File: config.mk
export PLATFORM = sky130hd
export DESIGN_NAME = lik_sqrt
export DESIGN_NICKNAME = d
export VERILOG_FILES = /design/src/rtl/lik_sqrt.sv
export VERILOG_INCLUDE_DIRS = /design/src /design/src/rtl
export SDC_FILE = /design/constraint.sdc
export NUM_CORES = 2
export LEC_CHECK = 0
export ABC_AREA = 1
export ABC_CLOCK_PERIOD_IN_PS = 3100
export BUFFER_PORTS_ARGS = -buffer_cell sky130_fd_sc_hd__buf_4
export CAP_MARGIN = 25
export CELL_PAD_IN_SITES_DETAIL_PLACEMENT = 1
export CELL_PAD_IN_SITES_GLOBAL_PLACEMENT = 2
export CORE_MARGIN = 2
export CORE_UTILIZATION = 40
export CTS_CLUSTER_DIAMETER = 30
export DETAILED_ROUTE_END_ITERATION = 10
export GPL_TIMING_DRIVEN = 0
export PLACE_DENSITY = 0.89
export SYNTH_ARGS = -nofsm -noshare
export SYNTH_HDL_FRONTEND = slang
export SYNTH_SLANG_ARGS = --single-unit
File: constraint.sdc
create_clock -name clock -period 3.1 [get_ports clock]
set_input_delay 0.62 -clock clock [delete_from_list [all_inputs] [get_ports clock]]
set_output_delay 0.62 -clock clock [all_outputs]
set_load 0.02 [all_outputs]
File: src/rtl/leg_inverse_kinematics_assert.svh
// Assertion macros shared by the leg inverse kinematics RTL.
`ifndef LEG_INVERSE_KINEMATICS_ASSERT_SVH
`define LEG_INVERSE_KINEMATICS_ASSERT_SVH
`ifndef SYNTH
`define LIK_ASSERT(lbl, clk, rst, prop) \
   lbl: assert property (@(posedge clk) disable iff (rst) prop) \
      else $error("leg_inverse_kinematics: property failed");
`define LIK_ASSERT_NEVER(lbl, clk, rst, expr) \
   lbl: assert property (@(posedge clk) disable iff (rst) !(expr)) \
      else $error("leg_inverse_kinematics: forbidden condition");
`else
`define LIK_ASSERT(lbl, clk, rst, prop)
`define LIK_ASSERT_NEVER(lbl, clk, rst, expr)
`endif
`endif

File: src/rtl/lik_sqrt.sv
// Pipelined floor square root, one result digit per stage.
`include "leg_inverse_kinematics_assert.svh"
module lik_sqrt #(
   parameter int OUT_W = 28
) (
   input  logic                 clock,
   input  logic                 reset,
   input  logic                 in_valid,
   input  logic [2*OUT_W-1:0]   in_rad,
   output logic                 out_valid,
   output logic [OUT_W-1:0]     out_root
);
   localparam int IN_W = 2 * OUT_W;
   localparam int RW   = OUT_W + 3;

   logic [IN_W-1:0]  rad_ff  [OUT_W];
   logic [RW-1:0]    rem_ff  [OUT_W];
   logic [OUT_W-1:0] root_ff [OUT_W];
   logic             vld_ff  [OUT_W];

   genvar k;
   generate
      for (k = 0; k < OUT_W; k++) begin : g_stage
         logic [IN_W-1:0]  rad_p;
         logic [RW-1:0]    rem_p;
         logic [OUT_W-1:0] root_p;
         logic             vld_p;
         logic [RW-1:0]    rem_sh;
         logic [RW-1:0]    trial;
         logic             ge;
         logic [RW-1:0]    rem_in;
         logic [OUT_W-1:0] root_in;

         if (k == 0) begin : g_first
            assign rad_p  = in_rad;
            assign rem_p  = '0;
            assign root_p = '0;
            assign vld_p  = in_valid;
         end else begin : g_next
            assign rad_p  = rad_ff[k-1];
            assign rem_p  = rem_ff[k-1];
            assign root_p = root_ff[k-1];
            assign vld_p  = vld_ff[k-1];
         end

         // bring down the next digit pair and try the subtraction
         always_comb begin
            rem_sh  = {rem_p[RW-3:0], rad_p[IN_W-1-2*k -: 2]};
            trial   = {1'b0, root_p, 2'b01};
            ge      = (rem_sh >= trial);
            rem_in  = ge ? (rem_sh - trial) : rem_sh;
            root_in = {root_p[OUT_W-2:0], ge};
         end

         always_ff @(posedge clock) begin
            if (reset) begin
               vld_ff[k] <= 1'b0;
            end else begin
               vld_ff[k] <= vld_p;
            end
            rad_ff[k]  <= rad_p;
            rem_ff[k]  <= rem_in;
            root_ff[k] <= root_in;
         end
      end
   endgenerate

   assign out_valid = vld_ff[OUT_W-1];
   assign out_root  = root_ff[OUT_W-1];

   // remainder of a floor root never exceeds twice the root
   `LIK_ASSERT(a_sqrt_rem, clock, reset, out_valid |-> (rem_ff[OUT_W-1] <= {2'b00, out_root, 1'b0}))

endmodule

==> results.toml <==
[cts]
cts_buffers = 362
cts_sinks = 1932
htreeDepth = 5
post_cts_resized = 0
cts.path.max_buffers = 4
clk_pin_slew_ns = 0.06
worstSkewPairLatency_ns = 1.00
clock-root-buffer = "clkbuf_16"
cts_tree = "built"

[routing]
drt-total-wl_um = 288000
drt_iter0_markers = 3942
drcViolationCount = 0
viasPerCell = 4.85
ant_nets = 0
wl_per_cell_um = 18.2
vias = 77100
detail_route.first_pass.iterations = 5

[synthesis]
netlist.top_cell.by_area = "dfxtp_1"
yosys.area_share.simple_pct = 30.7
synth_fp_nets = 12700
ys_seq_area_share_pct = 44.7
synthArstFlopShare_pct = 0
yosysWarnings = 0
synth_top_cell_area_share_pct = 44.7
synth_xor_area_share_pct = 3.14
ys_top_cells_by_area = "dfxtp_1 45%, nand2_1 19%, inv_1 9.5%"
synthCells = 12200
synth_edf_count = 0
synth_compound_area_share_pct = 4.81
synth_cell_type_count = 45
synthMuxAreaShare_pct = 0
mappedNetlistArea_um2 = 86600
synth_seq_cells = 1932
avgSynthCellArea_um2 = 7.07
synth_top_family_by_area = "simple AND/OR/NAND/NOR gates"
synth_flop_cell = "dfxtp_1"
synth-adder-area-share_pct = 6.30

[place]
portBuffers = 86
placed_cell_area_um2 = 90800
dp_hpwl_um = 227000
gp_congestion = 0.916
dp.cells = 15200

[setup_path]
r2r_start = "root_ff[1][152]$_DFF_P_"
crit_chain = "inv_1 -> ha_1 -> nand2_1 -> o21ai_0 -> inv_1 -> nand2_1 -> inv_1 -> nand2_1 -> a21oi_2 -> buf_2 -> a21oi_1"
cp-start-kind = "register"
reg2reg_to = "rem_ff[14][19]$_DFF_P_"
crit_fanout = 10
rrSetupSlack_ns = 0.13
crit_type = "register to register"
slowest_stage = "a21oi_1"
reg2reg_depth = 11
slowest_delay_ns = 0.57
required_ns = 3.82
crit_arrival_ns = 3.68
cp-end-kind = "register"

[die]
ios = 88
design.core.area_um2 = 215000
initial_core_util_pct = 40.3
rows = 170
design.die.area_um2 = 220000
fp.dieW_um = 469
die-height_um = 469

[timing]
hold_violations = 0
fin_crit_sh_pct = 95.7
clock_skew_ns = 0.125
grt_setup_unrepaired = "false"
period_needed_ns = 2.97
worstMarginPinSlew_ns = 0.962
fin_tns_setup_ns = 0
maxSlewViolCount = 0
fmax_mhz = 337
relSlewSlack_pct = 35.3
setup_viol = 0

[power]
irDropWorstVdd_mv = 0.555
p_leak_nw = 55.9
powerDensity_nw_per_um2 = 892

[worst_hold_path]
hp-start = "rad_ff[1][299]$_DFF_P_"
holdPathStages = 0
hold_end = "rad_ff[1][355]$_DFF_P_"
min_path_type = "register to register"

[status]
outcome = "finished clean"

[run]
cap_violations = 0

[final_layout]
final_core_util_pct = 48.3
instances_no_fill = 15900
fin_area_um2 = 104000
syn_to_final_growth_pct = 19.8
drive_gt1_share_pct = 7.29
nets = 13200

[grt]
antenna_found_initial = 3
grt_pass1_wl_um = 453000
grtUsageTotal_pct = 25.8
grt_max_degree = 17
grt_pass1_vias = 81200
overflow = 0
-- worst max path at each step --
| stage | from | to | slack (ns) | cells past startpoint |
|---|---|---|---|---|
| final | root_ff[1][152]$_DFF_P_ | rem_ff[14][19]$_DFF_P_ | 0.13 | 11 |
| after global routing | root_ff[1][151]$_DFF_P_ | rem_ff[14][23]$_DFF_P_ | 0.04 | 11 |
| after CTS | root_ff[1][143]$_DFF_P_ | rem_ff[14][23]$_DFF_P_ | 0.20 | 13 |
| after detailed placement | root_ff[2][127]$_DFF_P_ | rem_ff[21][1]$_DFF_P_ | 0.28 | 13 |
| after global placement | root_ff[1][152]$_DFF_P_ | rem_ff[14][23]$_DFF_P_ | 0.28 | 11 |
| after floorplan | root_ff[1][123]$_DFF_P_ | rem_ff[13][7]$_DFF_P_ | 1.24 | 11 |
-- cells in the mapped netlist, types with 7 or more instances --
| master | instances |
|---|---|
| nor4_1 | 8 |
| ha_1 | 436 |
| nand2_2 | 18 |
| buf_2 | 41 |
| xor2_1 | 222 |
| xnor2_1 | 89 |
| a21oi_2 | 23 |
| nand4_1 | 159 |
| and2_1 | 19 |
| o21ai_2 | 11 |
| nor3_2 | 7 |
| nand3b_1 | 99 |
| a21o_1 | 11 |
| nand2_1 | 4274 |
| o21bai_1 | 27 |
| nor3_1 | 136 |
| buf_4 | 26 |
| nand3_1 | 663 |
| o211ai_1 | 8 |
| inv_2 | 20 |
| nor2_1 | 1002 |
| or2_2 | 22 |
| nand2_4 | 7 |
| o21ai_1 | 43 |
| dfxtp_1 | 1932 |
| a21oi_1 | 460 |
| and3_1 | 17 |
| inv_1 | 2190 |
| nor2_4 | 8 |
| nor2_2 | 24 |
| o21ai_0 | 181 |
| buf_6 | 24 |
-- cell type report --
cell class | count | area (um2)
Fill cell | 26900 | 111000
Multi-Input combinational cell | 8002 | 38900
Sequential cell | 1932 | 38700
Clock buffer | 420 | 9640
Inverter | 2214 | 8320
Tap cell | 2838 | 3550
Clock inverter | 229 | 2670
Timing Repair Buffer | 146 | 1250
Buffer | 95 | 686
Antenna cell | 4 | 10.0
-- flip-flops by register name (all words and copies together), names as in the netlist --
register,cells
rem_ff,742
root_ff,406
rad_ff,756
vld_ff,28
-- metrics by stage --
stage	power (mW)	setup WS [ns]	hold slack [ns]
finish	92.5	0.134	0.247
global route	97.6	0.0428	0.235
CTS	93.3	0.205	0.202
detailed placement	53.4	0.283	0.313
global placement	52.9	0.283	0.310
floorplan	45.6	1.24	0.310
-- cells in the final DEF, fill, tap and decap left out, types with 32 or more instances in the layout --
cell and count:
clkbuf_16 365, xor2_1 222, ha_1 436, inv_1 2190, clkinvlp_4 41, nand2_1 4274, dfxtp_1 1932, nand3b_1 99
nor2_1 1002, o21ai_0 181, dlygate4sd3_1 60, buf_2 41, buf_4 112, inv_6 52, nand4_1 159, nor3_1 136
inv_8 32, xnor2_1 89, a21oi_1 460, nand3_1 663, o21ai_1 43
-- power by group --
part	switching, mW	internal, mW
sequential	3.68	29.2
combinational	14.0	6.45
clock	14.0	25.1
total	31.8	60.7
-- worst max-delay path, delay by kind of cell, from the launching register on --
kind / cells / cell delay (ns)
AO/OA/AOI/OAI: 3 / 1.23
adder cells (fa/ha/maj): 1 / 0.40
buffers and inverters: 4 / 0.46
flip-flops: 1 / 0.32
AND/OR/NAND/NOR: 3 / 0.38
-- logic make-up (layout without fill, tap and decap cells) --
kind of cell               Yosys count  after routing
and+or+nand+nor                   6477           6477
buffers and inverters             2309           3104
DFF                               1932           1932
AOI/OAI and AO/OA                  777            777
adders and majority gates          436            436
xor gates and xnor gates           311            311
other                                1              5
-- per-layer routing --
| metal | up-vias | global-route usage (%) | routed length, um |
|---|---|---|---|
| met2 | 1358 | 44.6 | 137000 |
| met1 | 36600 | 33.4 | 132000 |
| li1 | 38600 | - | - |
| met5 | - | 0 | 0 |
| met3 | 546 | 3.01 | 10100 |
| met4 | 0 | 8.11 | 8920 |
-- repair_timing --
item | CTS | global route
hold buffers | 60 | 0
hold endpoints to repair | 64 | 0
setup buffers | 0 | 0
No activity file was read; power rests on OpenSTA's default activity.
